===== src/rtl/dgr_pkg.sv =====
// ----------------------------------------------------------------------------
// dgr_pkg: shared types for the graph reachability table
// Operation and status codes, controller states, command and status bundles.
// ----------------------------------------------------------------------------
package dgr_pkg;

  localparam int unsigned INIT_COUNT = 9;
  // width that holds any node number or count up to 256
  localparam int unsigned CMPW = 9;

  typedef enum logic [1:0] {
    OP_INSERT = 2'd0,
    OP_DELETE = 2'd1,
    OP_TRAVEL = 2'd2,
    OP_RESIZE = 2'd3
  } op_e;

  typedef enum logic [2:0] {
    ST_INSERTED    = 3'd0,
    ST_DUPLICATE   = 3'd1,
    ST_RANGE       = 3'd2,
    ST_DELETED     = 3'd3,
    ST_NO_EDGE     = 3'd4,
    ST_REACHABLE   = 3'd5,
    ST_UNREACHABLE = 3'd6,
    ST_RESIZED     = 3'd7
  } status_e;

  typedef enum logic [2:0] {
    S_IDLE,
    S_DECODE,
    S_ROW,
    S_SWEEP,
    S_DRAIN,
    S_DONE
  } state_e;

  // controller -> datapath
  typedef struct packed {
    logic cap;        // capture input transfer
    logic decode;     // range check, resize
    logic rd_row;     // read source row
    logic rd_sweep;   // read row at sweep index
    logic row_op;     // insert/delete on the row just read
    logic trav_init;  // reached set <= source row
    logic acc;        // merge the row just read into the reached set
    logic pass_clr;   // start a new closure pass
    logic trav_done;  // status from reached set
    logic out_load;   // move status into the output register
  } cmd_t;

  // datapath -> controller
  typedef struct packed {
    logic in_ok;      // non-resize op with both nodes in range
    logic is_travel;
    logic changed;    // reached set grew during this pass
    logic out_free;
  } sts_t;

endpackage


===== src/rtl/dgr_ctrl.sv =====
// ----------------------------------------------------------------------------
// dgr_ctrl: operation sequencer
// Steps each operation through decode, row access and the closure sweeps.
// ----------------------------------------------------------------------------
module dgr_ctrl #(
  parameter int unsigned MAX_NODES = 64
) (
  input  logic                         clk_i,
  input  logic                         rst_ni,
  input  logic                         in_valid_i,
  output logic                         in_ready_o,
  input  dgr_pkg::sts_t                sts_i,
  output dgr_pkg::cmd_t                cmd_o,
  output logic [$clog2(MAX_NODES)-1:0] sweep_idx_o
);
  import dgr_pkg::*;

  localparam int unsigned AW = $clog2(MAX_NODES);
  localparam logic [AW-1:0] LAST_IDX = AW'(MAX_NODES - 1);

  state_e        state_q, state_d;
  logic [AW-1:0] idx_q, idx_d;

  // next state
  always_comb begin
    state_d = state_q;
    idx_d   = idx_q;
    unique case (state_q)
      S_IDLE: begin
        if (in_valid_i) begin
          state_d = S_DECODE;
        end
      end
      S_DECODE: begin
        state_d = sts_i.in_ok ? S_ROW : S_DONE;
      end
      S_ROW: begin
        if (sts_i.is_travel) begin
          state_d = S_SWEEP;
          idx_d   = '0;
        end else begin
          state_d = S_DONE;
        end
      end
      S_SWEEP: begin
        idx_d = idx_q + AW'(1);
        if (idx_q == LAST_IDX) begin
          state_d = S_DRAIN;
        end
      end
      S_DRAIN: begin
        if (sts_i.changed) begin
          state_d = S_SWEEP;
          idx_d   = '0;
        end else begin
          state_d = S_DONE;
        end
      end
      S_DONE: begin
        if (sts_i.out_free) begin
          state_d = S_IDLE;
        end
      end
      default: state_d = S_IDLE;
    endcase
  end

  // outputs
  always_comb begin
    cmd_o      = '0;
    in_ready_o = 1'b0;
    unique case (state_q)
      S_IDLE: begin
        in_ready_o = 1'b1;
        cmd_o.cap  = in_valid_i;
      end
      S_DECODE: begin
        cmd_o.decode = 1'b1;
        cmd_o.rd_row = sts_i.in_ok;
      end
      S_ROW: begin
        cmd_o.trav_init = sts_i.is_travel;
        cmd_o.row_op    = !sts_i.is_travel;
      end
      S_SWEEP: begin
        cmd_o.rd_sweep = 1'b1;
        cmd_o.acc      = (idx_q != '0);
      end
      S_DRAIN: begin
        cmd_o.acc       = 1'b1;
        cmd_o.pass_clr  = sts_i.changed;
        cmd_o.trav_done = !sts_i.changed;
      end
      S_DONE: begin
        cmd_o.out_load = sts_i.out_free;
      end
      default: cmd_o = '0;
    endcase
  end

  always_ff @(posedge clk_i or negedge rst_ni) begin
    if (!rst_ni) begin
      state_q <= S_IDLE;
      idx_q   <= '0;
    end else begin
      state_q <= state_d;
      idx_q   <= idx_d;
    end
  end

  assign sweep_idx_o = idx_q;

endmodule


===== config.mk =====
export PLATFORM = sky130hd
export DESIGN_NAME = dgr_ctrl
export DESIGN_NICKNAME = d
export VERILOG_FILES = /design/src/rtl/dgr_pkg.sv /design/src/rtl/dgr_ctrl.sv
export SDC_FILE = /design/constraint.sdc
export NUM_CORES = 1
export LEC_CHECK = 0
export BUFFER_PORTS_ARGS = -buffer_cell sky130_fd_sc_hd__buf_2
export CAP_MARGIN = 20
export CORE_ASPECT_RATIO = 1.1
export CORE_MARGIN = 10
export CORE_UTILIZATION = 28
export DETAILED_ROUTE_END_ITERATION = 7
export GPL_ROUTABILITY_DRIVEN = 0
export HOLD_SLACK_MARGIN = 0.1
export PLACE_DENSITY_LB_ADDON = 0.12
export SYNTH_ARGS = -nofsm -noshare
export SYNTH_HDL_FRONTEND = slang
export SYNTH_SLANG_ARGS = --single-unit

===== constraint.sdc =====
create_clock -name clk_i -period 3.5 [get_ports clk_i]
set_input_delay 0.525 -clock clk_i [delete_from_list [all_inputs] [get_ports clk_i]]
set_output_delay 0.525 -clock clk_i [all_outputs]
set_load 0.005 [all_outputs]

## After elaboration in Yosys (flattened, before gate mapping)

Index checks and enable logic that the tools add are counted.

- Bits in latches: 0
- Bits in registers: 9
- ROM bits: 0
- RAM bits: 0
- Input bits: 7
- Output and inout bits: 17
- Word-level logic and storage cells: 39
- Memories kept: 0

- Div/mod/pow operators: 0
- Muxes and demuxes: 18
- $lt $le $gt $ge: 0
- $mul: 0
- Eq/ne operators: 11
- Add/sub/neg operators: 1
- Bitwise gates (word level): 0
- Shifts and indexed selects: 0
- Reduce and logical (&&, ||, !) cells: 7

Operators by type and width:

| kind | number |
|---|---|
| 3-bit two-way mux | 6 |
| 3-bit one-hot mux with 6 select lines | 1 |
| 6-bit one-hot mux with 3 select lines | 1 |
| 6-bit two-way mux | 2 |
| 2-bit inequality test, second input constant | 5 |
| 6-bit by 1-bit adder with 6-bit output, second input constant | 1 |
| 3-bit by 2-bit equality test with 1-bit output, second input constant | 2 |
| 3-bit equality test, second input constant | 2 |
| 6-bit equality test, second input constant | 1 |
| 2-bit two-way mux | 3 |
| 3-bit AND reduction | 2 |
| 6-bit nonzero test | 1 |
| 1-bit two-way mux | 4 |
| 3-bit by 1-bit equality test with 1-bit output, second input constant | 1 |
| 3-bit zero test | 1 |
| 3-bit nonzero test | 1 |
| 1-bit zero test | 2 |
| 1-bit one-hot mux with 2 select lines | 1 |

## Depth between registers and ports, before layout

Gate-level depths: netlist of the first run.

- Depth after elaboration: 3
- Depth in mapped cells: 5
- Mapped depth without buffers: 5

## Least setup slack after synthesis of the first run

Ideal clock, no wire load.

- Path kind: reg-to-output
- From: register state_q[0]
- To: output port cmd_o[7] (netlist name)
- Path buffers: 1
- Slack: 1.810 ns
- Required time: 2.975 ns
- Arrival: 1.165 ns
- Cell stages (with the launch flop): 4
- Cells stage by stage: dfrtp_1 -> clkbuf_1 -> nor3b_1 -> and2_1

RTL lines:

| what | RTL line | text |
|---|---|---|
| from (decl) | dgr_ctrl.sv:21 | `state_e state_q, state_d;` |
| from (signal assigned) | dgr_ctrl.sv:106 | `state_q <= state_d;` |
| to (decl) | dgr_ctrl.sv:13 | `output dgr_pkg::cmd_t cmd_o,` |

==> results of run 1 <==
report_power, final:
part	switching [W]	internal, W	leakage, nW
registers	0.0000776	0.000137	0.116
logic	0.000132	0.000140	0.267
clock network	0.0000419	0.0000441	0.0150
sequential cells by signal, indices dropped and copies added (netlist names):
signal / cells
state_q: 3
sweep_idx_o: 6
layout by cell type, fill, tap and decap left out, types with 2 or more instances in the layout:
cell type,count
ha_1,2
nand3_1,2
nor2_1,5
inv_1,5
o21ai_0,6
nor2b_1,3
nand2b_1,3
nor3_1,3
a21oi_1,4
nor3b_1,2
a31oi_1,2
nand2_1,5
buf_2,23
or3_1,2
dfrtp_1,9
clkbuf_4,3
and2_1,3
synthesized netlist by cell type (2+ instances only):
| library cell | instances |
|---|---|
| a31oi_1 | 2 |
| nand2_1 | 5 |
| and2_1 | 3 |
| or3_1 | 2 |
| a21oi_1 | 4 |
| ha_1 | 2 |
| nor2b_1 | 3 |
| dfrtp_1 | 9 |
| nor2_1 | 5 |
| clkbuf_1 | 3 |
| nor3_1 | 3 |
| nand2b_1 | 3 |
| o21ai_0 | 6 |
| inv_1 | 5 |
| nand3_1 | 2 |
| nor3b_1 | 2 |
kinds of logic after synthesis:
| group | Yosys count | share of synthesized area [%] |
|---|---|---|
| DFF | 9 | 36.15 |
| and+or+nand+nor | 36 | 34.14 |
| muxes | 1 | 1.606 |
| buffers and inverters | 8 | 4.819 |
| adders and majority gates | 2 | 4.015 |
| AOI/OAI and AO/OA | 19 | 19.28 |
metal layers:
metal  routed length (µm)  vias up
li1                     -      321
met1                  773      300
met2                  785       24
met3                  142        3
met4                   17        0
met5                    0        -
layout make-up:
| type | count | area share (%) |
|---|---|---|
| inverters | 5 | 2.351 |
| repair buffers | 24 | 15.67 |
| multi-input cells | 58 | 46.08 |
| well taps | 28 | 4.389 |
| flip-flops and latches | 9 | 28.21 |
| clock buffers | 4 | 3.292 |
per-stage QoR:
step	hold WS (ps)	worst slack (ps)	total power [W]	area, µm²	std cells
2_1_floorplan	229.4	1810	0.0003886	623.1	75
3_3_place_gp	390.2	1694	0.0004946	762.0	123
3_5_place_dp	395.1	1613	0.0004944	762.0	123
4_1_cts	571.9	1434	0.0005836	798.3	128
5_1_grt	626.1	1330	0.0006288	798.3	128
6_report	563.1	1467	0.0005726	798.3	128
timing repair:
item,4_1_cts,5_1_grt
endpoints found under the hold margin,5,0
setup endpoints to repair,0,0
hold buffers,1,0
worst paths after layout:
path | from | endpoint | cells past startpoint
setup / recovery | state_q[1] | cmd_o[4] | 2
hold / removal | sweep_idx_o[3] | sweep_idx_o[3] | 1
setup reg to reg | state_q[0] | sweep_idx_o[4] | 4
hold reg to reg | sweep_idx_o[3] | sweep_idx_o[3] | 1
max in group asynchronous | rst_ni | state_q[0] | 2
min in group asynchronous | rst_ni | sweep_idx_o[3] | 2
==> out/results.txt, run 1 <==
cts bufs inserted: 3
Post-CTS Setup Inserts: 0
register area: 225.2 µm²
Max VDD drop: 0.3057 mV
total of warnings raised by yosys: 0
Vias/cell: 5.063
r2r setup slk: 1670 ps
Startpoint Class: register
main area contributors after synthesis: dfrtp_1 (36%), o21ai_0 (4.8%), ha_1 (4.0%)
Worst Path Required: 2970 ps
initial antenna violation count: 0
Buf+Inv Stages, Crit Path: 1
critical path peak fanout: 14
Setup Total Neg Slack: 0 ps
DRT Wirelength: 1.718 mm
slew margin rel.: 57.69%
Post-synth ARST share: 100.0%
global route overflow: 0
grt met2 use: 11.20%
met1 track demand over resource: 8.716%
Worst Tran Pin Value: 631.8 ps
post-layout util: 38.69%
period utilization: 58.09%
RSZ-0062 raised after global routing: false
Ant. Diodes: 0
Post-CTS Resized: 0
area of the multi-input gates: 367.9 µm²
number of global-route vias before repair: 620
Max Fclk: 491.8 MHz
mapped cell area: 623.1 µm²
post-synthesis sequential area ratio: 36.14%
busiest grt layer: met2
Die X: 64.98 µm
Avg Inst Size Synth: 8.308 µm²
Die Y: 69.48 µm
gr usage total: 7.496%
core area: 2063 µm²
final hold vios: 0
Fill cells: 242
WS Path Type: reg2out
critical path endpoint category: output port
routing usage on met3: 3.543%
fin. max-slew vios: 0
top_reg_cell synth: dfrtp_1
CTS Sinks: 9
clk_skew: 10.83 ps
Area growth, synth to finish: 28.11%
DP HPWL: 1.328 mm
power per standard cell area: 717.3 nW/µm²
DRT antenna net count: 0
syn_nets: 84
die area: 4514 µm²
Top Ports: 24
clock-pin slew on the worst setup and hold paths: 70 ps
DR vias: 648
minimum clock period: 2033 ps
critical path's slowest cell: dfrtp_1
drt pass-1 iters: 4
Routed WL per cell: 13.42 µm
First DRT Iteration DRCs: 12
unique cell type count in the Yosys netlist: 32
Yosys top cell area share: 36.14%
Nets: 110
Pleak: 0.3981 nW
H-Tree Level Count: 1
Worst Hold Class: reg2reg
Clock Latency Late Sink: 270 ps
crit-path leading delay family: flip-flops
Post-synth EDFFs: 0
dominant cell type by area after synthesis: dfrtp_1
CTS tree: done
first-pass GRT wire length: 2.773 mm
maxcap violations: 0
port bufs: 23
Row Count: 17
share of cells above drive strength 1: 28.00%
Starting Density: 30.20%
register bit total from synthesis: 9
Clock Root Buffer: clkbuf_4
Setup Viol. Count Final: 0
critical path, cell by cell: nor4bb_1, buf_2
Post-Synthesis Cells: 75
Critical Path Max Stage Delay: 570 ps
drt drc: 0
status: finished clean
largest net degree at the start of global routing: 18
worst path arrival time: 1510 ps
Longest Clk Path Bufs: 2
(Power assumes the default switching activity.)
==> run 2: changes to the inputs <==
- ABC_AREA: unset -> 1
- clock period: 3.5 -> 2.1 ns (I/O delays scaled with it)
==> out/results.txt, run 2 <==
hold_ws: 396.3 ps (-166.8 ps)
crit-path leading delay family: flip-flops
unique cell type count in the Yosys netlist: 21 (-34%)
number of global-route vias before repair: 641 (+3.4%)
Worst Hold Class: in2reg
RSZ-0062 raised after global routing: false
DRT Wirelength: 1.712 mm (-0.35%)
Clock Latency Late Sink: 270 ps (about the same)
Synth top cells by count: nand2_1 (24), inv_1 (17), nand3_1 (11), dfrtp_1 (9), nor2_1 (9)
First DRT Iteration DRCs: 12 (unchanged)
register area: 225.2 µm² (unchanged)
CTS Sinks: 9 (unchanged)
Routed WL per cell: 11.34 µm (-16%)
Logic pwr share: 52.8% (+5.4 points)
Psw: 0.0004427 W (+76%)
Critical Path Max Stage Delay: 460 ps (-110 ps)
Startpoint Class: register
most common cell after layout, fill and taps aside: nand2_1
port bufs: 23 (unchanged)
register bit total from synthesis: 9 (unchanged)
Nets: 131 (+19%)
Pleak: 0.5171 nW (+30%)
pre-CTS setup slack: 625.0 ps (-988.3 ps)
post-synthesis sequential area ratio: 35.23% (-0.92 points)
dominant cell type by area after synthesis: dfrtp_1
max reg flops: 6 (unchanged)
top_reg_cell synth: dfrtp_1
Starting Density: 28.97% (-1.2 points)
critical path's slowest cell: dfrtp_1
maxcap violations: 0 (unchanged)
DRT met1 WL: 768 µm (-0.65%)
Max Fclk: 573.2 MHz
area of the multi-input gates: 335.3 µm² (-8.8%)
sequential share of power: 32.4% (-5.2 points)
Top Ports: 24 (unchanged)
core area: 2207 µm² (+7.0%)
Post-synth ARST share: 100.0% (unchanged)
met2 wire length: 747 µm (-4.8%)
CTS tree: done
total of warnings raised by yosys: 0 (unchanged)
Post-CTS Resized: 0 (unchanged)
Vias/cell: 4.391 (-13%)
part of the power in the clock network: 14.9% (about the same)
status: finished clean
worst setup margin: 355.3 ps (-1112 ps)
Worst Tran Pin Value: 265.2 ps (-366.5 ps)
Setup Total Neg Slack: 0 ps (unchanged)
Area growth, synth to finish: 28.77%
Die Y: 70.12 µm (+0.92%)
critical path endpoint category: output port
internal cell power: 0.0004882 W (+52%)
hold_buf cts: 1 (unchanged)
mapped cell area: 639.4 µm² (+2.6%)
slew margin rel.: 82.32% (+25 points)
first-pass GRT wire length: 2.877 mm (+3.8%)
WS Path Type: reg2out
final hold vios: 0 (unchanged)
drt drc: 0 (unchanged)
Post-CTS Setup Inserts: 0 (unchanged)
Worst Path Required: 1780 ps (-1190 ps)
Clock Root Buffer: clkbuf_4
critical path peak fanout: 7 (-7)
initial antenna violation count: 0 (unchanged)
DP HPWL: 1.407 mm (+5.9%)
DRT antenna net count: 0 (unchanged)
main area contributors after synthesis: dfrtp_1 (35%), nand2_1 (14%), inv_1 (10%)
Sw Share: 47.56% (+3.7 points)
DR WL met3: 160 µm (+13%)
cts bufs inserted: 3 (unchanged)
Placed Area: 787.0 µm² (+3.3%)
critical path, cell by cell: nand2_2, nor2_4, inv_4, o21ai_0, buf_2
Longest Clk Path Bufs: 2 (unchanged)
Setup Viol. Count Final: 0 (unchanged)
Fill cells: 275 (+14%)
Die X: 65.56 µm (+0.89%)
worst path arrival time: 1430 ps (-80 ps)
count leader, synth: nand2_1
top layer reached by signal wires: met4
Buf+Inv Stages, Crit Path: 2 (+1)
gr usage total: 7.775% (+0.28 points)
clk_skew: 7.697 ps (-3.131 ps)
Layout Cell Area excl Fill: 823.3 µm² (+3.1%)
power per standard cell area: 1131 nW/µm² (+58%)
minimum clock period: 1745 ps
largest net degree at the start of global routing: 10 (-8)
Row Count: 18 (+1)
H-Tree Level Count: 1 (unchanged)
Max VDD drop: 0.4832 mV (+58%)
Yosys top cell area share: 35.23% (-0.92 points)
DR vias: 663 (+2.3%)
period utilization: 83.08%
syn_nets: 103 (+23%)
Post-Synthesis Cells: 94 (+25%)
Ant. Diodes: 0 (unchanged)
share of cells above drive strength 1: 28.93% (+0.93 points)
fin. max-slew vios: 0 (unchanged)
drt pass-1 iters: 2 (-2)
clock-pin slew on the worst setup and hold paths: 60 ps (about the same)
most frequent cells in the layout: nand2_1 (24), buf_2 (23), inv_1 (17), nand3_1 (11)
Post-synth EDFFs: 0 (unchanged)
Avg Inst Size Synth: 6.802 µm² (-18%)
die area: 4597 µm² (+1.8%)
global route overflow: 0 (unchanged)
[run 2: cell count changes after synthesis, moves of 4 or more]
cell,before,now
o21ai_0,6,2
nor2_1,5,9
a21oi_1,4,0
nand2_1,5,24
inv_1,5,17
nand3_1,2,11
[run 2: layout make-up]
cell class / count / area share [%]
inverters: 19 / 8.967
flip-flops and latches: 9 / 27.36
repair buffers: 24 / 15.20
clock buffers: 4 / 3.191
well taps: 30 / 4.559
multi-input cells: 65 / 40.73
[run 2: metal layers]
metal,vias to the layer above,GRT usage (%)
met5,-,0
met4,0,4.286
met3,5,3.349
met2,19,11.94
met1,285,8.704
li1,354,-
[run 2: worst register-to-register path: cells and delay by family, from the launching register on]
kind,cells,cell delay (ps)
adder cells (fa/ha/maj),1,240
AO/OA/AOI/OAI,1,200
flip-flops,1,450
AND/OR/NAND/NOR,5,420
[run 2: through the flow]
| stage | utilization (%) | std cells | power [W] |
|---|---|---|---|
| global route | 37.30 | 151 | 0.001031 |
| global placement | 35.66 | 146 | 0.0008069 |
| detailed placement | 35.66 | 146 | 0.0008062 |
| CTS | 37.30 | 151 | 0.0009489 |
| finish | 37.30 | 151 | 0.0009309 |
| floorplan | - | 94 | 0.0006277 |
[run 2: logic make-up (layout without fill, tap and decap cells)]
family                   count (synthesis)  in the layout  share of synthesized area [%]
AND/OR/NAND/NOR                         55             55                          40.51
adder cells (fa/ha/maj)                  2              2                          3.913
XOR/XNOR                                 1              1                          1.370
flip-flops                               9              9                          35.23
AO/OA/AOI/OAI                            7              7                          6.653
buffers and inverters                   20             47                          12.33
[run 2: power by group through the flow]
stage / Combinational, W / Clock (W) / Sequential [W]
final: 0.000491 / 0.000138 / 0.000301
after global routing: 0.000567 / 0.000149 / 0.000314
after CTS: 0.000506 / 0.000143 / 0.000300
after detailed placement: 0.000503 / 0 / 0.000303
after global placement: 0.000505 / 0 / 0.000302
after floorplan: 0.000346 / 0 / 0.000281
[run 2: worst paths after layout]
check	startpoint	to	slack [ps]	depth (start not counted)
max	state_q[1]	cmd_o[3]	360	5
min reg2reg	sweep_idx_o[4]	sweep_idx_o[4]	560	2
min in group asynchronous	rst_ni	sweep_idx_o[1]	430	2
min	sts_i[0]	state_q[2]	400	4
max reg2reg	sweep_idx_o[0]	state_q[0]	720	7
max in group asynchronous	rst_ni	state_q[2]	1480	2
